<file path="src/rtl/xys_pkg.sv">
// ----------------------------------------------------------------------------
// xys_pkg
// Shared types, constants and elaboration-time functions for the xyY to sRGB
// converter: number formats, the color matrix and the transfer-curve table.
// ----------------------------------------------------------------------------
package xys_pkg;

    // Number formats.
    localparam int FRAC_BITS         = 16;
    localparam int GAMMA_TABLE_DEPTH = 1024;
    localparam int GLOG              = $clog2(GAMMA_TABLE_DEPTH);
    localparam int IN_W              = 17;
    localparam int OUT_W             = 20;
    localparam int XYZ_W             = FRAC_BITS + 5;
    localparam int LIN_W             = XYZ_W;
    localparam int Q_W               = FRAC_BITS + 5;
    localparam int DEN_W             = IN_W + 1;
    localparam int NUM_W             = 37;
    localparam int REM_W             = DEN_W + Q_W;
    localparam int COEF_W            = 33;
    localparam int PROD_W            = XYZ_W + COEF_W;
    localparam int SUM_W             = PROD_W + 2;
    localparam int GT_W              = FRAC_BITS + 2;
    localparam int GIDX_W            = GLOG + 1;
    localparam int GSH               = FRAC_BITS - GLOG;
    localparam int MAG_W             = 31;
    localparam int PRODL_W           = 63;
    localparam int RECIP_SH          = 38;
    localparam int G_W               = 26;

    localparam longint LIMIT_POS = (longint'(1) << (FRAC_BITS + 4)) - 1;
    localparam longint LIMIT_NEG = -(longint'(1) << (FRAC_BITS + 4));
    localparam longint ONE_F     = longint'(1) << FRAC_BITS;
    localparam longint GAMMA_THR = ((longint'(31308) << FRAC_BITS) + 5000000) / 10000000;
    localparam longint RECIP     = ((longint'(1) << RECIP_SH) + 99) / 100;
    localparam longint OUT_MAX   = 524287;
    localparam longint OUT_MIN   = -524288;

    // Configuration register addresses.
    localparam logic [2:0] ADDR_LUMINANCE = 3'd0;
    localparam logic [16:0] LUMINANCE_RESET = 17'd65536;

    typedef struct packed {
        logic [IN_W-1:0] chroma_x;
        logic [IN_W-1:0] chroma_y;
    } request_t;

    typedef struct packed {
        logic signed [OUT_W-1:0] red;
        logic signed [OUT_W-1:0] green;
        logic signed [OUT_W-1:0] blue;
        logic                    clipped;
    } result_t;

    // Sideband that travels with each request through the divider.
    typedef struct packed {
        logic [IN_W-1:0] lum;
        logic            yzero;
        logic            zneg;
        logic            ovf_x;
        logic            ovf_z;
    } div_side_t;

    typedef logic signed [GT_W-1:0] gtab_t [0:GAMMA_TABLE_DEPTH];

    // Q2.30 matrix coefficient, rounded on the magnitude.
    function automatic logic signed [COEF_W-1:0] coef(longint n);
        longint m;
        longint r;
        m = (n < 0) ? -n : n;
        r = (m * (longint'(1) << 30) + 5000000) / 10000000;
        return COEF_W'((n < 0) ? -r : r);
    endfunction

    localparam logic signed [COEF_W-1:0] MAT [0:2][0:2] = '{
        '{coef(32404500),  coef(-15371400), coef(-4985320)},
        '{coef(-9692660),  coef(18760100),  coef(415561)},
        '{coef(556434),    coef(-2040260),  coef(10572300)}
    };

    function automatic longint unsigned isqrt64(longint unsigned x);
        longint unsigned res;
        longint unsigned bit_v;
        longint unsigned v;
        res   = 0;
        bit_v = 64'h4000000000000000;
        v     = x;
        while (bit_v > v)
            bit_v = bit_v >> 2;
        while (bit_v != 0)
        begin
            if (v >= res + bit_v)
            begin
                v   = v - (res + bit_v);
                res = (res >> 1) + bit_v;
            end
            else
            begin
                res = res >> 1;
            end
            bit_v = bit_v >> 2;
        end
        return res;
    endfunction

    function automatic longint unsigned icbrt64(longint unsigned x);
        longint unsigned y;
        longint unsigned b;
        longint unsigned v;
        int              s;
        y = 0;
        v = x;
        for (s = 63; s >= 0; s = s - 3)
        begin
            y = y << 1;
            b = 3 * y * (y + 1) + 1;
            if ((v >> s) >= b)
            begin
                v = v - (b << s);
                y = y + 1;
            end
        end
        return y;
    endfunction

    // One point of 1.055*u^(1/2.4) - 0.055 at u = i/GAMMA_TABLE_DEPTH.
    function automatic logic signed [GT_W-1:0] gtab_entry(int i);
        longint unsigned u;
        longint unsigned a;
        longint unsigned q;
        longint unsigned cb;
        longint unsigned p;
        longint          off30;
        longint          g;
        longint          r;
        longint          half;
        off30 = longint'(((64'd55 << 30) + 500) / 1000);
        u     = (longint'(i) << 30) / GAMMA_TABLE_DEPTH;
        a     = isqrt64(u << 30);
        q     = isqrt64(a << 30);
        cb    = icbrt64((a >> 10) << 40);
        p     = (q * cb + (64'd1 << 19)) >> 20;
        g     = longint'((p * 1055 + 500) / 1000) - off30;
        half  = longint'(1) << (30 - FRAC_BITS - 1);
        if (g < 0)
            r = -((-g + half) >>> (30 - FRAC_BITS));
        else
            r = (g + half) >>> (30 - FRAC_BITS);
        return GT_W'(r);
    endfunction

    function automatic gtab_t gtab_build();
        gtab_t t;
        for (int i = 0; i <= GAMMA_TABLE_DEPTH; i++)
            t[i] = gtab_entry(i);
        return t;
    endfunction

endpackage

</file>
<file path="src/rtl/xys_divider.sv">
// ----------------------------------------------------------------------------
// xys_divider
// Pipelined restoring divider that forms the X and Z quotients over a shared
// denominator, one quotient bit per stage.
// ----------------------------------------------------------------------------
module xys_divider (
    input  logic                      clk,
    input  logic                      rst_n,
    input  logic                      valid_in,
    input  logic [xys_pkg::NUM_W-1:0] num_x,
    input  logic [xys_pkg::NUM_W-1:0] num_z,
    input  logic [xys_pkg::DEN_W-1:0] den,
    input  xys_pkg::div_side_t        side_in,
    output logic                      valid_out,
    output logic [xys_pkg::Q_W-1:0]   qx,
    output logic [xys_pkg::Q_W-1:0]   qz,
    output xys_pkg::div_side_t        side_out
);
    import xys_pkg::*;

    logic [Q_W:0]       valid_reg;
    logic [NUM_W-1:0]   rem_x_reg [0:Q_W];
    logic [NUM_W-1:0]   rem_z_reg [0:Q_W];
    logic [DEN_W-1:0]   den_reg   [0:Q_W];
    logic [Q_W-1:0]     qx_reg    [0:Q_W];
    logic [Q_W-1:0]     qz_reg    [0:Q_W];
    div_side_t          side_reg  [0:Q_W];

    always_ff @(posedge clk or negedge rst_n)
    begin
        if (!rst_n)
            valid_reg <= '0;
        else
            valid_reg <= {valid_reg[Q_W-1:0], valid_in};
    end

    always_ff @(posedge clk)
    begin
        rem_x_reg[0] <= num_x;
        rem_z_reg[0] <= num_z;
        den_reg[0]   <= den;
        qx_reg[0]    <= '0;
        qz_reg[0]    <= '0;
        side_reg[0]  <= side_in;
    end

    for (genvar k = 0; k < Q_W; k++)
    begin : g_stage
        localparam int B = Q_W - 1 - k;
        logic [REM_W-1:0] dsh;
        logic             ge_x;
        logic             ge_z;
        logic [NUM_W-1:0] rem_x_next;
        logic [NUM_W-1:0] rem_z_next;

        always_comb
        begin
            dsh        = REM_W'(den_reg[k]) << B;
            ge_x       = REM_W'(rem_x_reg[k]) >= dsh;
            ge_z       = REM_W'(rem_z_reg[k]) >= dsh;
            rem_x_next = ge_x ? NUM_W'(REM_W'(rem_x_reg[k]) - dsh) : rem_x_reg[k];
            rem_z_next = ge_z ? NUM_W'(REM_W'(rem_z_reg[k]) - dsh) : rem_z_reg[k];
        end

        always_ff @(posedge clk)
        begin
            rem_x_reg[k+1] <= rem_x_next;
            rem_z_reg[k+1] <= rem_z_next;
            den_reg[k+1]   <= den_reg[k];
            qx_reg[k+1]    <= {qx_reg[k][Q_W-2:0], ge_x};
            qz_reg[k+1]    <= {qz_reg[k][Q_W-2:0], ge_z};
            side_reg[k+1]  <= side_reg[k];
        end
    end

    assign valid_out = valid_reg[Q_W];
    assign qx        = qx_reg[Q_W];
    assign qz        = qz_reg[Q_W];
    assign side_out  = side_reg[Q_W];

endmodule

</file>
<file path="config.mk">
export PLATFORM = sky130hd
export DESIGN_NAME = xys_divider
export DESIGN_NICKNAME = d
export VERILOG_FILES = /design/src/rtl/xys_pkg.sv /design/src/rtl/xys_divider.sv
export SDC_FILE = /design/constraint.sdc
export NUM_CORES = 2
export LEC_CHECK = 0
export BUFFER_PORTS_ARGS = -buffer_cell sky130_fd_sc_hd__buf_2
export CAP_MARGIN = 20
export CORE_MARGIN = 10
export CORE_UTILIZATION = 55
export CTS_CLUSTER_DIAMETER = 30
export DETAILED_ROUTE_END_ITERATION = 8
export MAX_ROUTING_LAYER = met4
export PLACE_DENSITY_LB_ADDON = 0.08
export SLEW_MARGIN = 40
export SYNTH_ARGS = -nofsm -noshare
export SYNTH_HDL_FRONTEND = slang
export SYNTH_SLANG_ARGS = --single-unit
</file>
<file path="constraint.sdc">
create_clock -name clk -period 3.95 [get_ports clk]
set_input_delay 0.79 -clock clk [delete_from_list [all_inputs] [get_ports clk]]
set_output_delay 0.79 -clock clk [all_outputs]
set_load 0.005 [all_outputs]
</file>
## Word-level counts from Yosys, hierarchy flattened

Memory sizes are Yosys's and may differ from the RTL's.
Index checks and enable logic that the tools add are counted.

| word-level totals | value |
|---|---|
| flip-flop bits (word level) | 22 |
| RAM bits | 3410 |
| output and inout bits | 64 |
| memories kept | 6 |

Memories:

| name | depth | width | read ports | clocked after Yosys merged registers in | wr ports | RTL line | text |
|---|---|---|---|---|---|---|---|
| rem_x_reg | 22 | 37 | 21 | 0 | 22 | xys_divider.sv:22 | `logic [NUM_W-1:0] rem_x_reg [0:Q_W];` |
| rem_z_reg | 22 | 37 | 21 | 0 | 22 | xys_divider.sv:23 | `logic [NUM_W-1:0] rem_z_reg [0:Q_W];` |
| qx_reg | 22 | 21 | 22 | 0 | 22 | xys_divider.sv:25 | `logic [Q_W-1:0] qx_reg [0:Q_W];` |
| qz_reg | 22 | 21 | 22 | 0 | 22 | xys_divider.sv:26 | `logic [Q_W-1:0] qz_reg [0:Q_W];` |
| side_reg | 22 | 21 | 22 | 0 | 22 | xys_divider.sv:27 | `div_side_t side_reg [0:Q_W];` |
| den_reg | 22 | 18 | 21 | 0 | 22 | xys_divider.sv:24 | `logic [DEN_W-1:0] den_reg [0:Q_W];` |

| cells by class | value |
|---|---|
| add/sub/neg operators | 42 |
| order comparisons | 42 |
| multiplexer cells | 42 |

Operators with widths:

| operator | count |
|---|---|
| 2-to-1 mux 37 bit | 42 |
| subtractor 37 bit | 4 |
| greater-or-equal comparator 37 x 38 -> 1 bit | 2 |
| greater-or-equal comparator 37 x 18 -> 1 bit | 2 |
| greater-or-equal comparator 37 x 19 -> 1 bit | 2 |
| greater-or-equal comparator 37 x 20 -> 1 bit | 2 |
| greater-or-equal comparator 37 x 21 -> 1 bit | 2 |
| greater-or-equal comparator 37 x 22 -> 1 bit | 2 |
| greater-or-equal comparator 37 x 23 -> 1 bit | 2 |
| greater-or-equal comparator 37 x 24 -> 1 bit | 2 |
| greater-or-equal comparator 37 x 25 -> 1 bit | 2 |
| greater-or-equal comparator 37 x 26 -> 1 bit | 2 |
| greater-or-equal comparator 37 x 27 -> 1 bit | 2 |
| greater-or-equal comparator 37 x 28 -> 1 bit | 2 |
| greater-or-equal comparator 37 x 29 -> 1 bit | 2 |
| greater-or-equal comparator 37 x 30 -> 1 bit | 2 |
| greater-or-equal comparator 37 x 31 -> 1 bit | 2 |
| greater-or-equal comparator 37 x 32 -> 1 bit | 2 |
| greater-or-equal comparator 37 x 33 -> 1 bit | 2 |
| greater-or-equal comparator 37 x 34 -> 1 bit | 2 |
| greater-or-equal comparator 37 x 35 -> 1 bit | 2 |
| greater-or-equal comparator 37 x 36 -> 1 bit | 2 |
| greater-or-equal comparator 37 bit | 2 |
| subtractor 37 x 18 -> 37 bit | 2 |
| 18 further kinds | 36 |

## Logic depth before layout (Yosys ltp)

An unclocked memory read counts as a cell.

| depth | value |
|---|---|
| word-level depth | 3 |
| mapped depth | 14 |
| depth with buffers taken out | 13 |

## Worst setup path before layout

OpenSTA, ideal clock, no wires.

| timing path | value |
|---|---|
| path type | reg2reg |
| from | mem rem_z_reg[19][1] (netlist: rem_z_reg[4][112]) |
| to | mem rem_z_reg[20][29] (netlist: rem_z_reg[5][29]) |
| setup time | 0.129 ns |
| arrival | 3.350 ns |
| data required time | 3.821 ns |
| setup slack | 0.471 ns |
| stages on the path, launching flop included | 15 |
| cells stage by stage | dfxtp_1 > inv_1 > ha_1 > inv_1 > fa_1 > a21o_1 > a221oi_2 > a21oi_1 > a221o_1 > a221o_1 > or4b_4 > or2_1 > buf_2 > o31ai_1 > o21ai_0 |

RTL lines:

| what | RTL line |
|---|---|
| start, declared | xys_divider.sv:23 |

==> results.md <==
- In this run, CTS created clock tree buffers numbering 471.
- The worst setup path is captured at a flip-flop.
- The library cell used most frequently in the layout, excluding fill and tap cells, is dfxtp_1.
- Setup violations remaining at the end of the flow were counted as 0.
- The met2 routed wirelength is 132000 um.
- The die covers about 220000 um^2.
- The clock transition time at the flip-flop clock pins of the worst setup and hold paths is around 0.06 ns.
- Setup repair after global routing left no endpoint under its margin.
- The width of the die is 467 um.
- Counting the fill cells in the layout gives between 15k and 20k.
- The area taken by flip-flops and latches is slightly below 60000 um^2.
- The die is 467 um tall.
- The buffer levels on the longest clock path is 4.
- TritonCTS built the clock tree.
- The count of buffers added on input and output ports is between 150 and 200.
- The analysis attributes to cell leakage a power of roughly 0.057 uW.
- The number of global-route vias before repair is ~78k.
- For this block, wires on met1 add up to about 140000 um.
- Summing internal, switching and leakage power gives roughly 120000 uW.
- Summed over all nets, the half-perimeter wirelength after detailed placement is about 230000 um.
- The proportion of register bits with asynchronous set or reset after synthesis is less than 1%.
- Measured against its own limit, the worst slew margin works out to a little over two fifths.
- The number of max-cap violations is 0.
- The largest stage delay on the critical path is just under 0.5 ns.
- Once layout is complete, the utilization of the core stands at approximately two thirds.
- The number of ports placed on the die boundary is between 150 and 200.
- The cell at the root of the clock tree is clkbuf_16.
- The synthesized netlist occupies a cell area of 110000 um^2.
- By area the synthesized netlist is led by dfxtp_1 52%, ha_1 8.6%, xnor2_1 3.5%, xor2_1 3.5%, a21oi_1 3.1%.
- The number of flip-flops and latches in the synthesized netlist is between 2k and 3k.
- The synthesized netlist net count is 11.6k.
- For this block, the via count after detailed routing is ~80k.
- After layout, the worst path uses between 90 and 100% of the clock period.
- The region available for standard cell placement spans approximately 200000 um^2.
- The average wire per standard cell is just over 20 um.
- The routability-driven placement congestion ratio is 0.966.
- Global routing used 27.3% of the available tracks.
- VDD sags by at most around 0.74 mV.
- The clock reaches the later pin of the worst-skew pair after 1.00 ns.
- The most prevalent standard cell on the critical path is a221o_1.
- For the final database, setup skew stands at roughly 0.062 ns.
- Along the worst path, the maximum fanout reaches 4.
- The initial antenna violation count is 17.
- Traced cell by cell, the critical path runs through ha_1 -> inv_1 -> fa_1 -> a21o_1 -> a221oi_2 -> a21oi_1 -> a221o_1 -> a221o_1 -> or4b_4 -> or2_1 -> buf_4 -> nor3_2 -> xor2_1.
- The met3 wire length is approximately 19000 um.
- The required time reported for the critical path endpoint is around 4.9 ns.
- After synthesis, the mean cell area works out to 10.2 um^2.
- The post-CTS setup repair buffer count is 0.
- In the final timing run, aggregate negative setup slack is 0 ns.
- After synthesis, flip-flops and latches occupy 52.6% of the total area.
- The global-route wire length before repair is between 400000 and 500000 um.
- The H-tree was split into 5 levels.
- Entering global routing, the biggest net connects 49 pins.
- CTS saw around 2.9k sinks.
- Static timing analysis puts the maximum clock frequency at 0.273 GHz.
- The count of endpoints failing hold in the final timing report is 0.
- For this run, design rule violations remaining after detail routing come to 0.
- The highest layer touched by signal routing is met4.
- The flow ran to the end, and the final reports show no timing, DRC or antenna violations.
- Once the floorplan was initialized, standard cells occupied 55.4% of the core.
- The routed wire length is ~300000 um.
- The path class of the tightest hold or removal check is flip-flop to flip-flop.
- The total of warnings raised by yosys is 0.
- The synthesized instance count is between 10k and 15k.
- Cells with a size suffix above 1 make up between 10% and 20% of the layout.
- The standard-cell row count is between 150 and 200.
- Counting flops with a built-in enable in the synthesized netlist gives 0.
- The post-route antenna net violation count is 0.
- The startpoint-to-endpoint class of the critical path is flip-flop to flip-flop.
- The max-slew violation count was 0.
- The sum of buffers and inverters on the critical path is 2.
- The clock period could shrink to approximately 3.7 ns.
- For the pin with the worst max-slew slack, the measured transition is about 0.85 ns.
- The final layout contains around 12k nets.
- The most used flip-flop cell after synthesis is dfxtp_1.
- The via count normalized by instance count is 5.56.
- In this run, the number of DRC markers left after iteration 0 of detailed routing was ~6.4k.
- Leaving out fill and tap cells, the most frequent cells in the layout are 2856 x dfxtp_1, 754 x ha_1, 712 x nand2_1.
- For this run the aggregate overflow at the end of global routing stands at 0.
- Yosys mapped the design onto 95 distinct sky130hd cell types.
- Once placement finished, the instance area stood at 114000 um^2.
- Among cell families on the critical path, the largest total delay comes from compound AO/OA/AOI/OAI gates.
- The number of detailed-routing iterations run before antenna repair is 6.
- The largest area contributor in the synthesized netlist is dfxtp_1.
- The arrival time at the worst endpoint is between 4 and 5 ns.
- The share of synthesized area in the top cell type comes to a little over half.
- The layout overhead on the synthesized area is 19.9%.
- For this design the ratio of total power to cell area is about 930 nW/um^2.
- The post-layout instance area is roughly 130000 um^2.
- The slowest stage of the critical path is the or4b_4 cell.
- The area of combinational cells with multiple inputs is roughly 49000 um^2.
- The nature of the critical path startpoint is a flip-flop.
[stage by stage]
stage	setup slack [ns]	hold slack [ns]	cells
after CTS	0.318	0.274	14400
after floorplan	0.471	0.310	10700
after global placement	0.320	0.310	13400
after detailed placement	0.316	0.312	13400
after global routing	0.0359	0.284	14400
final	0.281	0.278	14400
[cell usage after synthesis (all sizes together), types with 64 or more instances]
master,count
nand4,125
a21oi,674
o21ai,639
a31oi,64
nand2b,124
dfxtp,2856
a211oi,75
or3,111
o21a,123
nor2,679
clkbuf,154
a21o,287
o31ai,78
nor2b,116
inv,624
mux2,147
xor2,436
nor4,182
nand3,161
nor3,248
ha,754
nand2,712
buf,94
xnor2,439
[timing repair]
item	in CTS	in global routing
endpoints found under the hold margin	136	0
hold buffers	115	0
gates resized for setup	0	0
[cell families after synthesis]
kind of cell	count (synthesis)	share of synthesized area (%)
adder cells (fa/ha/maj)	794	9.33
AND/OR/NAND/NOR	2803	12.8
multiplexers	164	1.66
XOR/XNOR	875	6.99
buffers and inverters	873	3.24
AO/OA/AOI/OAI	2347	13.4
flip-flops	2878	52.6
[where the power goes]
part | internal (uW) | switching [uW]
Combinational | 17000 | 21500
Sequential | 36500 | 6160
Clock | 26500 | 15100
[layer usage]
layer	vias up	track usage (%)
met4	0	7.97
met2	2545	41.3
li1	39000	-
met3	519	4.70
met1	38000	37.5
met5	-	-
[path summary, 6_finish.rpt]
path | start | endpoint | slack (ns) | cells after the start
setup / recovery | den_reg[2][54] | rem_z_reg[5][33] | 0.28 | 13
setup reg to reg | den_reg[2][54] | rem_z_reg[5][33] | 0.28 | 13
max in group asynchronous | rst_n | valid_reg[19] | 3.29 | 2
hold / removal | qz_reg[1][107] | qz_reg[1][129] | 0.28 | 0
min in group asynchronous | rst_n | valid_reg[20] | 0.34 | 2
hold reg to reg | qz_reg[1][107] | qz_reg[1][129] | 0.28 | 0
[final cells by class]
class | instances | area share, %
multi-input cells | 6983 | 36.9
flip-flops and latches | 2878 | 43.9
clock buffers | 527 | 9.40
repair buffers | 400 | 2.29
well taps | 2640 | 2.51
clock inverters | 337 | 3.18
diodes | 24 | 0.0457
inverters | 625 | 1.78
(Power assumes the default switching activity.)
